===== config.mk =====
export PLATFORM = sky130hd
export DESIGN_NAME = dczh_div
export DESIGN_NICKNAME = d
export VERILOG_FILES = /design/src/design/dczh_pkg.sv /design/src/design/dczh_div.sv
export SDC_FILE = /design/constraint.sdc
export NUM_CORES = 1
export LEC_CHECK = 0
export ABC_AREA = 1
export BUFFER_PORTS_ARGS = -buffer_cell sky130_fd_sc_hd__buf_2
export CAP_MARGIN = 30
export CORE_AREA = 2 2 126 177
export CTS_BUF_LIST = sky130_fd_sc_hd__clkbuf_4 sky130_fd_sc_hd__clkbuf_8 sky130_fd_sc_hd__clkbuf_16
export CTS_CLUSTER_DIAMETER = 80
export CTS_CLUSTER_SIZE = 20
export DETAILED_ROUTE_END_ITERATION = 8
export DIE_AREA = 0 0 128 179
export GPL_TIMING_DRIVEN = 0
export HOLD_SLACK_MARGIN = 0.06
export PLACE_DENSITY = 0.59
export REMOVE_ABC_BUFFERS = 1
export SYNTH_ARGS = -nofsm -noshare
export SYNTH_HDL_FRONTEND = slang
export SYNTH_SLANG_ARGS = --single-unit
export TNS_END_PERCENT = 10

===== constraint.sdc =====
create_clock -name clk -period 3.9 [get_ports clk]
set_input_delay 0.78 -clock clk [delete_from_list [all_inputs] [get_ports clk]]
set_output_delay 0.78 -clock clk [all_outputs]
set_load 0.01 [all_outputs]

===== src/design/dczh_pkg.sv =====
// Shared constants, widths and codes of the depth change zone histogram.
`default_nettype none

package dczh_pkg;

    // Default geometry, handed to the top level as parameter defaults.
    localparam int FRAME_WIDTH_DEF    = 640;
    localparam int FRAME_HEIGHT_DEF   = 480;
    localparam int ZONES_PER_AXIS_DEF = 3;
    localparam int RAW_LIMIT_DEF      = 1000;

    // Field widths of the input and result items.
    localparam int ACTION_W = 2;
    localparam int RAW_W    = 11;
    localparam int COL_W    = 10;
    localparam int ROW_W    = 9;
    localparam int BIN_W    = 3;
    localparam int SHARE_W  = 17;
    localparam int CNT_W    = 19;
    localparam int FRAC_W   = 16;
    localparam int BG_W     = 10;
    localparam int MM_W     = 13;

    // Stream bus widths.
    localparam int S_DATA_W = 32;
    localparam int M_DATA_W = 56;
    localparam int M_USER_W = 2 * BIN_W;

    // Configuration register widths and reset values.
    localparam int CFG_IDX_W  = 2;
    localparam int CFG_DATA_W = 19;
    localparam int CBW_W      = 10;
    localparam int DBW_W      = 12;
    localparam int THR_W      = 12;
    localparam logic [CBW_W-1:0] CBW_RST = 10'd210;
    localparam logic [DBW_W-1:0] DBW_RST = 12'd1283;
    localparam logic [THR_W-1:0] THR_RST = 12'd200;
    localparam logic [CNT_W-1:0] MINP_RST = 19'd2000;

    localparam logic [CNT_W-1:0] CNT_MAX = {CNT_W{1'b1}};

    // Shared divider geometry: a 45-bit dividend, a 36-bit divisor, 17 quotient bits.
    localparam int DIV_DVD_W = 45;
    localparam int DIV_DVS_W = 36;
    localparam int DIV_Q_W   = 17;

    // Raw to millimetre conversion: mm = (2*10^13 + den) / (2*den),
    // with den = 33309495161 - 30711016 * raw.
    localparam int DEN_W = 35;
    localparam logic [DEN_W-1:0]     MM_DEN_BASE  = 35'd33309495161;
    localparam logic [DEN_W-1:0]     MM_DEN_SLOPE = 35'd30711016;
    localparam logic [DIV_DVD_W-1:0] MM_NUM       = 45'd20000000000000;

    // Pixel actions.
    typedef enum logic [ACTION_W-1:0] {
        ACT_CALIBRATE = 2'd0,
        ACT_DETECT    = 2'd1,
        ACT_FORGET    = 2'd2,
        ACT_NOP       = 2'd3
    } action_t;

    // Configuration register indexes.
    typedef enum logic [CFG_IDX_W-1:0] {
        REG_COL_BIN_W   = 2'd0,
        REG_DEPTH_BIN_W = 2'd1,
        REG_THRESHOLD   = 2'd2,
        REG_MIN_POINTS  = 2'd3
    } cfg_reg_t;

endpackage

`default_nettype wire


===== src/design/dczh_div.sv =====
// Shared restoring divider, one quotient bit per cycle.
`default_nettype none

module dczh_div
    import dczh_pkg::*;
#(
    parameter int DVD_W = DIV_DVD_W,
    parameter int DVS_W = DIV_DVS_W,
    parameter int Q_W   = DIV_Q_W
) (
    input  wire logic             clk,
    input  wire logic             rst_n,
    input  wire logic             start,
    input  wire logic [DVD_W-1:0] dividend,
    input  wire logic [DVS_W-1:0] divisor,
    output logic                  done,
    output logic      [Q_W-1:0]   quotient
);

    localparam int SH_W  = DVS_W + Q_W - 1;
    localparam int CNT_W_L = $clog2(Q_W);

    logic               run_reg,  run_next;
    logic               done_reg, done_next;
    logic [CNT_W_L-1:0] step_reg, step_next;
    logic [DVD_W-1:0]   rem_reg,  rem_next;
    logic [SH_W-1:0]    dsh_reg,  dsh_next;
    logic [Q_W-1:0]     q_reg,    q_next;
    logic [SH_W-1:0]    rem_wide;
    logic               fits;

    assign rem_wide = SH_W'(rem_reg);
    assign fits     = (rem_wide >= dsh_reg);

    // One compare and subtract per cycle against the shifted divisor.
    always_comb
    begin
        run_next  = run_reg;
        done_next = 1'b0;
        step_next = step_reg;
        rem_next  = rem_reg;
        dsh_next  = dsh_reg;
        q_next    = q_reg;
        if (start)
        begin
            run_next  = 1'b1;
            step_next = CNT_W_L'(Q_W - 1);
            rem_next  = dividend;
            dsh_next  = SH_W'(divisor) << (Q_W - 1);
            q_next    = '0;
        end
        else if (run_reg)
        begin
            if (fits)
            begin
                rem_next = DVD_W'(rem_wide - dsh_reg);
            end
            q_next   = {q_reg[Q_W-2:0], fits};
            dsh_next = dsh_reg >> 1;
            if (step_reg == '0)
            begin
                run_next  = 1'b0;
                done_next = 1'b1;
            end
            else
            begin
                step_next = step_reg - 1'b1;
            end
        end
    end

    always_ff @(posedge clk or negedge rst_n)
    begin
        if (!rst_n)
        begin
            run_reg  <= 1'b0;
            done_reg <= 1'b0;
            step_reg <= '0;
        end
        else
        begin
            run_reg  <= run_next;
            done_reg <= done_next;
            step_reg <= step_next;
        end
    end

    // Datapath registers need no reset.
    always_ff @(posedge clk)
    begin
        rem_reg <= rem_next;
        dsh_reg <= dsh_next;
        q_reg   <= q_next;
    end

    assign done     = done_reg;
    assign quotient = q_reg;

endmodule

`default_nettype wire


==> results.cfg <==
[status]
outcome = complete, no violations

[floorplanning]
start_util_pct = 41.1
dieArea_mm2 = 0.0229
io_pins = 102
core-area_mm2 = 0.0215
core.rowCount = 64
die_width_um = 128
fp.dieH_um = 179

[yosys]
synth_common_cells = nand2_1, inv_1, edfxtp_1
synth.top_cell.area_share_pct = 27.6
ys_ff_latch = 121
synth_warnings = 0
synth-edff-count = 81
syn_inst = 1280
post-synth-top-count-cell = nand2_1
syn_avg_cell_area_um2 = 6.89
ys_seq_area_share_pct = 37.1
synth_area_mm2 = 0.00882
ys.flop_type = edfxtp_1
synth_top_cell_by_area = edfxtp_1
synth_cell_type_count = 42
synth_top_cells_by_area = edfxtp_1, nand2_1, inv_1
ys_async_sr_fraction_pct = 5.79

[clocking]
cts_resized = 0
htreeDepth = 4
post-cts-setup-buffers = 0
cts.clk_slew.worst_paths_ns = 0.06
cts-buffers-inserted = 17
clock_sinks = 121
clock_latency_ns = 0.43
root_buffer = clkbuf_16
cts_tree = done
hold_buffers = 0
cts_max_path_buffers = 2

[global_route]
grt_max_degree = 54
overflow = 0
antenna_found_initial = 0
grt_pass1_vias = 7749
grt_pass1_wl_mm = 37.7
grt.total_usage_pct = 21.2

[placed_design]
place_hpwl_mm = 18.5
place.gp.congestion = 0.916
io_buffers = 101
dpl_cell_area_mm2 = 0.00964
pre_cts_slack_ns = 0.499

[setup_path]
arrival_ns = 3.11
worstPathMaxFanout = 24
start_kind = flip-flop
worstSetupEndpointType = flip-flop
worstPathRequired_ns = 4.02
critPathKind = flip-flop to flip-flop

[power_and_ir_drop]
pwr-share-clk_pct = 25.9
peakVddDrop_mv = 0.333
p_leak_nw = 5.29
switchingPower_w = 0.00266
p_int_w = 0.00369
total_power_w = 0.00635
p_seq_share_pct = 27.7
switching_share_pct = 42.0
p_comb_share_pct = 46.4
p_per_area_mw_per_mm2 = 619

[detailed_routing]
wire_per_inst_um = 14.0
drc = 0
wl_met3_um = 621
drt-total-wl_mm = 23.1
top_layer_used = met4
drt_iter0_markers = 304
wirelength_met1_mm = 9.91
routed-wl-met2_mm = 12.0
via_per_inst = 4.70
ant_nets = 0
dr.pass1.iters = 5
num_vias = 7795

[sta]
rsz0062_at_grt = false
setup_viol = 0
finalWorstSetupSlack_ns = 0.913
setup_tns_ns = 0
fin_crit_ns = 2.99
clock_skew_ns = 0.0120
hold_violations = 0
worst-slew-pin-transition_ns = 0.770
fin_crit_sh_pct = 76.6
max_freq_ghz = 0.335
slew_viol_final = 0
slew_headroom_pct = 48.7
timing.hold.ws_ns = 0.183

[layout]
fin_nets = 1513
layout-drive-gt1-share_pct = 16.6
area_growth_pct = 16.4
antenna_cells = 0
largest_reg_flops = 52
design_area_mm2 = 0.0103

[worst_hold_path]
hold_class = input port to asynchronous set/reset pin

[run]
max_cap_viol_count = 0
==> critical path, stage by stage, from the launching register on <==
cell,delay (ns)
edfxtp_1,0.32
inv_1,0.04
ha_1,0.21
fa_1,0.40
inv_1,0.11
nand2_1,0.08
nand2_1,0.08
and2_4,0.17
nand3_2,0.08
nand3_2,0.17
nand3_2,0.09
nand3_2,0.11
nand2_1,0.07
nand2_2,0.46
buf_12,0.26
==> cells by family after synthesis <==
logic type,count (synthesis),synth area share [%]
AND/OR/NAND/NOR,679,34.4
adder cells (fa/ha/maj),48,6.90
AO/OA/AOI/OAI,127,7.81
flip-flops,121,37.1
XOR/XNOR,12,1.19
buffers and inverters,293,12.7
==> final timing paths <==
path	startpoint	to	slack [ns]	depth (start not counted)
hold / removal	rst_n	done	0.18	1
setup reg to reg	rem_reg[0]	rem_reg[23]	0.91	14
max in group asynchronous	rst_n	step_reg[4]	3.55	1
setup / recovery	rem_reg[0]	rem_reg[23]	0.91	14
min in group clk	quotient[16]	quotient[16]	0.46	2
hold reg to reg	quotient[16]	quotient[16]	0.46	2
==> metal layers <==
metal	up-vias	GRT usage, %
met3	26	3.46
met5	-	0
met2	100	39.6
met4	0	7.60
li1	4188	-
met1	3481	24.0
==> cell type report <==
| class | instances | area, um2 |
|---|---|---|
| multi-input combinational | 866 | 4430 |
| clock buffer | 22 | 522 |
| clock inverter | 10 | 103 |
| tap | 264 | 330 |
| sequential | 121 | 3270 |
| timing repair buffer | 105 | 588 |
| fill | 2301 | 11200 |
| inverter | 270 | 1020 |
==> power groups by stage <==
| stage | combinational (W) | sequential, W | clock, W |
|---|---|---|---|
| 2_1_floorplan | 0.00218 | 0.00177 | 0 |
| 3_3_place_gp | 0.00292 | 0.00179 | 0 |
| 3_5_place_dp | 0.00297 | 0.00179 | 0 |
| 4_1_cts | 0.00298 | 0.00177 | 0.00168 |
| 5_1_grt | 0.00338 | 0.00179 | 0.00173 |
| 6_report | 0.00295 | 0.00176 | 0.00164 |
==> stage by stage <==
stage          cells  utilization [%]
2_1_floorplan   1257                -
3_3_place_gp    1622             44.5
3_5_place_dp    1626             44.9
4_1_cts         1658             47.8
5_1_grt         1658             47.8
6_report        1658             47.8
==> layout by cell type (no fill, tap or decap), types with 2 or more instances in the layout <==
cell type	synthesis	final
buf_2	5	100
clkbuf_16	0	20
nand4_1	11	11
o21ai_0	54	54
dfrtp_1	7	7
or2_2	3	3
xnor2_1	8	8
inv_2	14	15
o21ai_1	4	4
inv_6	0	2
nand3_2	12	12
nand3b_1	2	2
ha_1	47	47
and2_4	2	2
nor2_1	51	51
dfxtp_1	33	33
inv_1	255	254
clkinv_4	0	5
nor3_1	6	6
nand2_1	457	456
edfxtp_1	81	81
xor2_1	4	4
and2_1	2	2
nor2_2	25	25
buf_12	0	4
o21bai_1	5	5
or2_1	4	4
a21oi_1	33	33
o22ai_1	30	30
nand3_1	65	65
nand2_2	23	24
nor2_4	9	9
(Power assumes the default switching activity.)
