**src/design/dczh_ram.sv**
```systemverilog
// Generic single-port-write, single-port-read RAM with registered read data.
`default_nettype none

module dczh_ram #(
    parameter int WIDTH  = 8,
    parameter int DEPTH  = 16,
    parameter int ADDR_W = (DEPTH > 1) ? $clog2(DEPTH) : 1
) (
    input  wire logic              clk,
    input  wire logic              wr_en,
    input  wire logic [ADDR_W-1:0] wr_addr,
    input  wire logic [WIDTH-1:0]  wr_data,
    input  wire logic              rd_en,
    input  wire logic [ADDR_W-1:0] rd_addr,
    output logic      [WIDTH-1:0]  rd_data
);

    logic [WIDTH-1:0] mem [DEPTH];

    // Write port.
    always_ff @(posedge clk)
    begin
        if (wr_en)
        begin
            mem[wr_addr] <= wr_data;
        end
    end

    // Registered read port.
    always_ff @(posedge clk)
    begin
        if (rd_en)
        begin
            rd_data <= mem[rd_addr];
        end
    end

endmodule

`default_nettype wire

```
**config.mk**
```make
export PLATFORM = sky130hd
export DESIGN_NAME = dczh_ram
export DESIGN_NICKNAME = d
export VERILOG_FILES = /design/src/design/dczh_ram.sv
export SDC_FILE = /design/constraint.sdc
export NUM_CORES = 1
export LEC_CHECK = 0
export ABC_AREA = 1
export BUFFER_PORTS_ARGS = -buffer_cell sky130_fd_sc_hd__buf_2
export CELL_PAD_IN_SITES_DETAIL_PLACEMENT = 0
export CELL_PAD_IN_SITES_GLOBAL_PLACEMENT = 2
export CORE_MARGIN = 2
export CORE_UTILIZATION = 38
export CTS_BUF_LIST = sky130_fd_sc_hd__clkbuf_8
export DETAILED_ROUTE_END_ITERATION = 10
export PLACE_DENSITY_LB_ADDON = 0.1
export SYNTH_ARGS = -nofsm -noshare
export SYNTH_HDL_FRONTEND = slang
export SYNTH_SLANG_ARGS = --single-unit
```
**constraint.sdc**
```tcl
create_clock -name clk -period 0.9 [get_ports clk]
set_input_delay 0 -clock clk [delete_from_list [all_inputs] [get_ports clk]]
set_output_delay 0 -clock clk [all_outputs]
set_load 0.02 [all_outputs]
```
==> impl_metrics.json, run 1 <==
{
  "cp.depth": 1,
  "wire_per_inst_microns": 17.9,
  "yosysTopAreaCellShare": 0.698,
  "antenna_found_initial": 0,
  "cp_max_fo": 1,
  "fill_cells": 1403,
  "postSynthNetCount": 570,
  "dieWidth_microns": 128,
  "drv_slew": 0,
  "worst_pin_slew_ns": 0.430,
  "total_power_mw": 14.2,
  "fmax_ghz": 0.938,
  "period_needed_ns": 1.07,
  "critical-path-top-delay-family": "flip-flops",
  "die_area_sq_um": 16400,
  "drt_iter0_markers": 295,
  "areaGrowthSynthToFinish_pct": 24.5,
  "postRouteAntennaNets": 0,
  "dp_hpwl_mm": 9.30,
  "core_area_sq_um": 15100,
  "synthTopCellsByArea": "edfxtp_1 (70%), nand2_1 (11%), nand3_1 (8.3%), inv_1 (6.4%), buf_6 (1.2%)",
  "powerDensity_nw_per_um2": 1950,
  "routed_via_density": 4.69,
  "slowest_delay_ns": 0.46,
  "cts_root_buffer": "clkbuf_8",
  "overflow": 0,
  "clkSinkCount": 136,
  "place_ws_ns": -0.374,
  "startpoint": "rd_data[1]",
  "hold_ws_ns": 0.0153,
  "drt_pass1_iterations": 4,
  "critPathArrivalTime_ns": 1.07,
  "vias": 3838,
  "layout_common_cells": "nand2_1 (169), edfxtp_1 (136), inv_1 (101), nand3_1 (58), nand3_2 (38)",
  "final_nets": 636,
  "setup_viol": 16,
  "ys_warn_count": 0,
  "grt_max_degree": 28,
  "initial_utilization": 0.386,
  "hold_violations": 0,
  "rsz0062_at_grt": "yes",
  "post_synth_instance_area_sq_um": 5850,
  "grt_usage": 0.194,
  "hold_class": "input port to register",
  "cts_tree": "done",
  "insertion_delay_ns": 0.44,
  "cts_buffer_depth": 2,
  "finalCritPeriodShare": 1.18,
  "htreeDepth": 4,
  "setup_slack_ns": -0.166,
  "synth_seq_area_share": 0.698,
  "reg2regPathDepth": 6,
  "rr_endpoint": "rd_data[0]",
  "num_io_pins": 27,
  "first_global_vias": 3752,
  "reg2reg_from": "mem[1][0]",
  "postSynthAreaPerCell_sq_um": 10.6,
  "placed_cell_area_sq_um": 6500,
  "cts_buffers": 17,
  "crit_chain": "buf_6",
  "power.leakage_nw": 3.13,
  "io_buffers": 26,
  "fin_setup_tns_ns": -1.92,
  "worstSetupPathType": "register to primary output",
  "drive_gt1_frac": 0.225,
  "fp-row-count": 45,
  "cap_violations": 0,
  "crit_path_start_kind": "register",
  "irDropWorstVdd_mv": 0.942,
  "failed_checks": "negative setup slack",
  "syn-instance-count": 551,
  "finClkSkew_ns": 0.0118,
  "drc_errors": 0,
  "max_slew_margin": 0.713,
  "yosys_register_bits": 136,
  "ys_types": 11,
  "outcome": "complete, but fails checks",
  "die_height_microns": 128,
  "endpoint": "rd_data[1]",
  "cp_slowest_cell": "edfxtp_1",
  "drt_wl_total_mm": 14.7,
  "r2r_slack_ns": -0.16,
  "final_common_cell": "nand2_1",
  "cp_num_buf_inv": 1,
  "stdcell_area_sq_um": 7280,
  "final-seq-area_sq_um": 4080,
  "grt_pass1_wl_mm": 22.7,
  "synth_top_area_cell": "edfxtp_1",
  "cp-end-kind": "primary output",
  "required_ns": 0.90,
  "multi_input_area_sq_um": 1430,
  "gp_congestion": 0.775,
  "clk_pin_slew_worst_paths_ns": 0.08
}
-- final cells by class --
class | count | area share
Sequential cell | 136 | 0.561
Multi-Input combinational cell | 289 | 0.197
Timing Repair Buffer | 71 | 0.0930
Inverter | 102 | 0.0526
Tap cell | 188 | 0.0323
Clock buffer | 17 | 0.0321
Clock inverter | 15 | 0.0320
Antenna cell | 1 | 0.000344
-- power by group --
group,internal [mW],total (mW),switching [mW]
Clock,3.54,5.87,2.33
Combinational,0.430,1.18,0.749
Sequential,7.13,7.17,0.0452
-- logic make-up after synthesis --
| group | after synthesis | share of synthesized area |
|---|---|---|
| DFF | 136 | 0.698 |
| and+or+nand+nor | 289 | 0.208 |
| buffers and inverters | 126 | 0.0939 |
-- cells in the mapped netlist (all sizes together) --
cell    count
inv       102
nor2       17
edfxtp    136
nand3      97
nand2     173
nand3b      2
buf        24
-- repair_timing --
action	4_1_cts	5_1_grt
endpoints found under the setup margin	16	16
resized for setup	45	13
setup buffers	0	0
pin swaps	33	10
hold buffers	5	1
hold endpoints to repair	72	11
-- through the flow --
| step | std cells | util |
|---|---|---|
| 2_1_floorplan | 551 | - |
| 3_3_place_gp | 780 | 0.429 |
| 3_5_place_dp | 780 | 0.429 |
| 4_1_cts | 817 | 0.476 |
| 5_1_grt | 818 | 0.481 |
| 6_report | 819 | 0.481 |
-- worst min-delay path by stage --
| stage | start | end | depth (start not counted) | slack, ns |
|---|---|---|---|---|
| floorplan | wr_data[0] | mem[0][0] | 0 | 0.1 |
| global placement | rd_en | rd_data[0] | 1 | 0.41 |
| detailed placement | rd_en | rd_data[0] | 1 | 0.41 |
| CTS | wr_data[3] | mem[14][3] | 1 | 0.00009 |
| global route | wr_data[5] | mem[1][5] | 1 | 0.004 |
| finish | wr_data[3] | mem[12][3] | 1 | 0.02 |
-- metal layers --
layer	GRT usage	wire length, microns	vias up
li1	-	-	1910
met1	0.275	7030	1826
met2	0.300	6700	85
met3	0.0405	750	17
met4	0.0633	208	0
met5	0	0	-
-- worst register-to-register path, stage by stage, from the launching register on --
cell and delay [ns]:
edfxtp_1 0.37, inv_1 0.06, nand2_1 0.04, nand3_1 0.09, nand3_2 0.11, nand3_1 0.10
nand2_1 0.06
-- sequential cells by signal, summed over array words and instances, names as in the netlist --
signal	cells
mem	128
rd_data	8
Note: power is estimated with default switching activity, not from simulation.
==> run 2: changes to the inputs <==
--- a/config.mk
+++ b/config.mk
@@ -10,7 +10,7 @@
 export CELL_PAD_IN_SITES_DETAIL_PLACEMENT = 0
 export CELL_PAD_IN_SITES_GLOBAL_PLACEMENT = 2
 export CORE_MARGIN = 2
-export CORE_UTILIZATION = 38
+export CORE_UTILIZATION = 42
 export CTS_BUF_LIST = sky130_fd_sc_hd__clkbuf_8
 export DETAILED_ROUTE_END_ITERATION = 10
 export PLACE_DENSITY_LB_ADDON = 0.1
==> constraint.sdc (replaced) <==
create_clock -name clk -period 1.1 [get_ports clk]
set_input_delay 0.22 -clock clk [delete_from_list [all_inputs] [get_ports clk]]
set_output_delay 0.22 -clock clk [all_outputs]
set_load 0.02 [all_outputs]
==> run 2 against run 1 <==
The flow still finishes with violations (negative setup slack). Clock power down 40%. Sequential cell count unchanged. Largest cell class unchanged. Clock skew down 0.0029 ns. Final cell count down 2.7%. Critical path depth unchanged. Design area down 3.1%. Core utilization up 3.3 points. Critical path type unchanged. Power down 28%. Register-to-register slack better by 0.20 ns. Die area down 9.2%. Combinational power down 22%.
==> impl_metrics.json, run 2 (synthesis results as in run 1) <==
{
  "drt_iter0_markers": 256,
  "hold_class": "input port to register",
  "final_nets": 624,
  "grtUsageMet1": 0.296,
  "startpoint": "rd_data[4]",
  "cp_max_fo": 1,
  "htreeDepth": 4,
  "hold_buffers": 0,
  "rsz0062_at_grt": "yes",
  "drv_slew": 0,
  "clkSinkCount": 136,
  "irDropWorstVdd_mv": 0.735,
  "finClkSkew_ns": 0.00899,
  "crit_path_start_kind": "register",
  "drc_errors": 0,
  "gp_congestion": 0.793,
  "cap_violations": 0,
  "drive_gt1_frac": 0.225,
  "powerDensity_nw_per_um2": 1460,
  "num_io_pins": 27,
  "setup_viol": 8,
  "cts_tree": "done",
  "diodes": 0,
  "overflow": 0,
  "cts_buffer_depth": 2,
  "critPathArrivalTime_ns": 1.05,
  "power.leakage_nw": 3.03,
  "outcome": "complete, but fails checks",
  "postRouteAntennaNets": 0,
  "worst_pin_slew_ns": 0.415,
  "fp-row-count": 43,
  "holdPathEnd": "rd_data[0]",
  "top_register": "mem",
  "layout_common_cells": "nand2_1 (168), edfxtp_1 (136), inv_1 (102), nand3_1 (55), nand3_2 (42)",
  "crit_chain": "buf_6",
  "dieWidth_microns": 122,
  "grt_pass1_wl_mm": 21.6,
  "fmax_ghz": 0.789,
  "failed_checks": "negative setup slack",
  "largest_reg_flops": 128,
  "cp-end-kind": "primary output",
  "fill_cells": 1283,
  "grt_util_met3": 0.0487,
  "r2r_slack_ns": 0.04,
  "instances_no_fill": 797,
  "io_buffers": 26,
  "dp_hpwl_mm": 8.95,
  "slowest_delay_ns": 0.44,
  "antenna_found_initial": 0,
  "die_height_microns": 122,
  "drt_pass1_iterations": 4,
  "period_needed_ns": 1.27,
  "cp_num_buf_inv": 1,
  "final_common_cell": "nand2_1",
  "vias": 3804,
  "required_ns": 0.88,
  "cp_slowest_cell": "edfxtp_1",
  "finalCritPeriodShare": 1.15,
  "core_area_sq_um": 13700,
  "cts_buffers": 17,
  "place_inst": 766,
  "reg2reg_from": "mem[8][6]",
  "areaGrowthSynthToFinish_pct": 20.6,
  "gr-usage-met2": 0.307,
  "insertion_delay_ns": 0.44,
  "grt_usage": 0.206,
  "hold_ws_ns": 0.139,
  "rr_endpoint": "rd_data[6]",
  "initial_utilization": 0.426,
  "worstSetupPathType": "register to primary output",
  "hold_depth": 1,
  "busiest_layer": "met2",
  "grt_max_degree": 41,
  "place_ws_ns": -0.359,
  "final_util": 0.514,
  "hold_violations": 0,
  "first_global_vias": 3678,
  "postCtsSetupRepairBufs": 0,
  "setup_slack_ns": -0.167,
  "reg2regPathDepth": 6,
  "drt_wl_total_mm": 14.0,
  "clk_pin_slew_worst_paths_ns": 0.08,
  "reg_top3": "mem (128), rd_data (8)",
  "critical-path-top-delay-family": "flip-flops",
  "max_slew_margin": 0.723,
  "cts_root_buffer": "clkbuf_8",
  "wire_per_inst_microns": 17.6,
  "routed_via_density": 4.77,
  "worstHoldStart": "rd_en",
  "total_power_mw": 10.3,
  "die_area_sq_um": 14900
}
run 2: what timing repair did:
action | CTS | global route
pin swaps | 0 | 29
cloned | 0 | 0
setup endpoints to repair | 13 | 16
gates resized for setup | 17 | 44
run 2: worst max-delay path by stage:
| stage | endpoint | depth (start not counted) | slack, ns |
|---|---|---|---|
| 3_3_place_gp | rd_data[6] | 8 | -0.36 |
| 4_1_cts | rd_data[4] | 1 | -0.19 |
| 2_1_floorplan | mem[11][0] | 2 | -0.07 |
| 5_1_grt | rd_data[4] | 1 | -0.20 |
| 6_report | rd_data[4] | 1 | -0.17 |
| 3_5_place_dp | rd_data[6] | 8 | -0.36 |
run 2: power breakdown:
group	leakage [nW]	internal, mW	total [mW]	switching, mW
clock	0.175	1.70	3.52	1.82
sequential	1.24	5.83	5.87	0.0376
combinational	1.62	0.325	0.917	0.591
total	3.03	7.86	10.3	2.45
run 2: layer usage:
metal / wire, microns / up-vias
met5: 0 / -
met4: 220 / 0
met3: 693 / 16
met2: 6350 / 78
met1: 6740 / 1826
li1: - / 1884
run 2: per-stage QoR:
step | TNS [ns] | instance area [sq um]
floorplan | -6.08 | 5860
global placement | -12.24 | 6460
detailed placement | -13.78 | 6460
CTS | -1.23 | 6850
global route | -1.48 | 7050
finish | -0.977 | 7050
run 2: final cells by class:
| class | instances | area (sq um) | share of cell area |
|---|---|---|---|
| Sequential cell | 136 | 4080 | 0.579 |
| Multi-Input combinational cell | 289 | 1450 | 0.205 |
| Timing Repair Buffer | 59 | 584 | 0.0828 |
| Inverter | 102 | 383 | 0.0543 |
| Clock buffer | 17 | 234 | 0.0332 |
| Tap cell | 180 | 225 | 0.0319 |
| Clock inverter | 14 | 93.8 | 0.0133 |
==> run 3: changes to the inputs <==
--- a/config.mk
+++ b/config.mk
@@ -14,6 +14,7 @@
 export CTS_BUF_LIST = sky130_fd_sc_hd__clkbuf_8
 export DETAILED_ROUTE_END_ITERATION = 10
 export PLACE_DENSITY_LB_ADDON = 0.1
+export RECOVER_POWER = 25
 export SYNTH_ARGS = -nofsm -noshare
 export SYNTH_HDL_FRONTEND = slang
 export SYNTH_SLANG_ARGS = --single-unit
==> run 3 against run 2 <==
The run still ends with negative setup slack left. Critical path depth stayed put. Sequential power hardly changed. Design area is 0.11% lower. Global-route usage stayed put. Sequential cell count stayed put. Routed wire length is 0.24% lower. Non-clock buffer count stayed put. Critical path type unchanged.
==> impl_metrics.json, run 3 (synthesis results as in run 1) <==
{
  "slowest_delay_ns": 0.44,
  "worst_pin_slew_ns": 0.894,
  "gp_congestion": 0.793,
  "crit_path_start_kind": "register",
  "hold_violations": 0,
  "cp_max_fo": 1,
  "hold_ws_ns": 0.202,
  "drt_pass1_iterations": 4,
  "overflow": 0,
  "hold_depth": 1,
  "powerDensity_nw_per_um2": 1460,
  "final_nets": 624,
  "rsz0062_at_grt": "yes",
  "multi_input_area_sq_um": 1450,
  "drive_gt1_frac": 0.216,
  "diodes": 0,
  "place_ws_ns": -0.359,
  "postCtsSetupRepairBufs": 0,
  "period_needed_ns": 1.26,
  "power.leakage_nw": 3.01,
  "dieWidth_microns": 122,
  "p_switching_mw": 2.44,
  "io_buffers": 26,
  "fill_cells": 1282,
  "seq_power_share": 0.571,
  "drt_wl_total_mm": 14.0,
  "cp_num_buf_inv": 1,
  "cap_violations": 0,
  "setup_slack_ns": -0.163,
  "max_slew_margin": 0.404,
  "cts_root_buffer": "clkbuf_8",
  "worstSetupPathType": "register to primary output",
  "critical-path-top-delay-family": "flip-flops",
  "required_ns": 0.88,
  "grt_pass1_wl_mm": 21.6,
  "swShare": 0.237,
  "wire_per_inst_microns": 17.5,
  "largest_reg_flops": 128,
  "vias": 3788,
  "htreeDepth": 4,
  "layout_common_cells": "nand2_1 (168), edfxtp_1 (136), inv_1 (102), nand3_1 (55), nand3_2 (42)",
  "die_area_sq_um": 14900,
  "hold_buffers": 0,
  "cp_slowest_cell": "edfxtp_1",
  "placed_cell_area_sq_um": 6460,
  "antenna_found_initial": 0,
  "cts_buffers": 17,
  "reg2regPathDepth": 6,
  "drv_slew": 0,
  "finalCritPeriodShare": 1.15,
  "cp.depth": 1,
  "hold_class": "input port to register",
  "p_clk_frac": 0.341,
  "postRouteAntennaNets": 0,
  "fp-row-count": 43,
  "outcome": "complete, but fails checks",
  "pwr-share-comb": 0.089,
  "setup_viol": 8,
  "cp-end-kind": "primary output",
  "crit_chain": "buf_6",
  "initial_utilization": 0.426,
  "cts_buffer_depth": 2,
  "failed_checks": "negative setup slack",
  "grt_usage": 0.206,
  "final_common_cell": "nand2_1",
  "top_register": "mem",
  "final-seq-area_sq_um": 4080,
  "routed_via_density": 4.75,
  "drt_iter0_markers": 252,
  "grt_max_degree": 41,
  "p_int_mw": 7.86,
  "drc_errors": 0,
  "core_area_sq_um": 13700,
  "cts_tree": "done",
  "first_global_vias": 3678,
  "num_io_pins": 27,
  "stdcell_area_sq_um": 7050,
  "finClkSkew_ns": 0.00775,
  "reg_top3": "mem (128), rd_data (8)",
  "irDropWorstVdd_mv": 0.735,
  "clk_pin_slew_worst_paths_ns": 0.07,
  "fmax_ghz": 0.792,
  "areaGrowthSynthToFinish_pct": 20.5,
  "dp_hpwl_mm": 8.95,
  "total_power_mw": 10.3,
  "insertion_delay_ns": 0.44,
  "clkSinkCount": 136,
  "critPathArrivalTime_ns": 1.04,
  "die_height_microns": 122
}
## run 3: cell count changes in the layout (fill, tap and decap cells not counted), sizes merged
cell	delta
buf	-6
clkbuf	+6
## run 3: repair_timing
action	in CTS	in global routing
setup endpoints to repair	13	16
gates resized for setup	17	44
pin swaps	0	29
## run 3: per-stage QoR
stage | utilization | TNS [ns] | std cells
2_1_floorplan | - | -6.08 | 551
3_3_place_gp | 0.471 | -12.24 | 766
3_5_place_dp | 0.471 | -13.78 | 766
4_1_cts | 0.499 | -1.23 | 797
5_1_grt | 0.514 | -1.48 | 797
6_report | 0.514 | -0.962 | 797
## run 3: worst paths after layout
kind	start	slack (ns)	to
setup / recovery	rd_data[4]	-0.16	rd_data[4]
hold / removal	wr_data[7]	0.20	mem[3][7]
setup reg to reg	mem[12][2]	0.04	rd_data[2]
hold reg to reg	mem[4][5]	0.76	rd_data[5]
## run 3: area by class of cell
class                   count  share of cell area
clock inverters            14              0.0133
well taps                 180              0.0320
inverters                 102              0.0543
flip-flops and latches    136               0.580
repair buffers             59              0.0819
multi-input cells         289               0.206
clock buffers              17              0.0332
## run 3: per-layer routing
layer,vias up,track usage,routed length [microns]
met5,-,0,0
met4,0,0.0718,208
met3,14,0.0487,697
met2,79,0.307,6360
met1,1811,0.296,6700
li1,1884,-,-
## run 3: power by group through the flow
stage	clock (mW)	sequential, mW	combinational, mW
6_report	3.51	5.87	0.912
5_1_grt	3.79	5.88	1.01
4_1_cts	3.62	5.87	0.864
3_5_place_dp	0	5.98	0.832
3_3_place_gp	0	5.98	0.828
2_1_floorplan	0	6.00	0.413
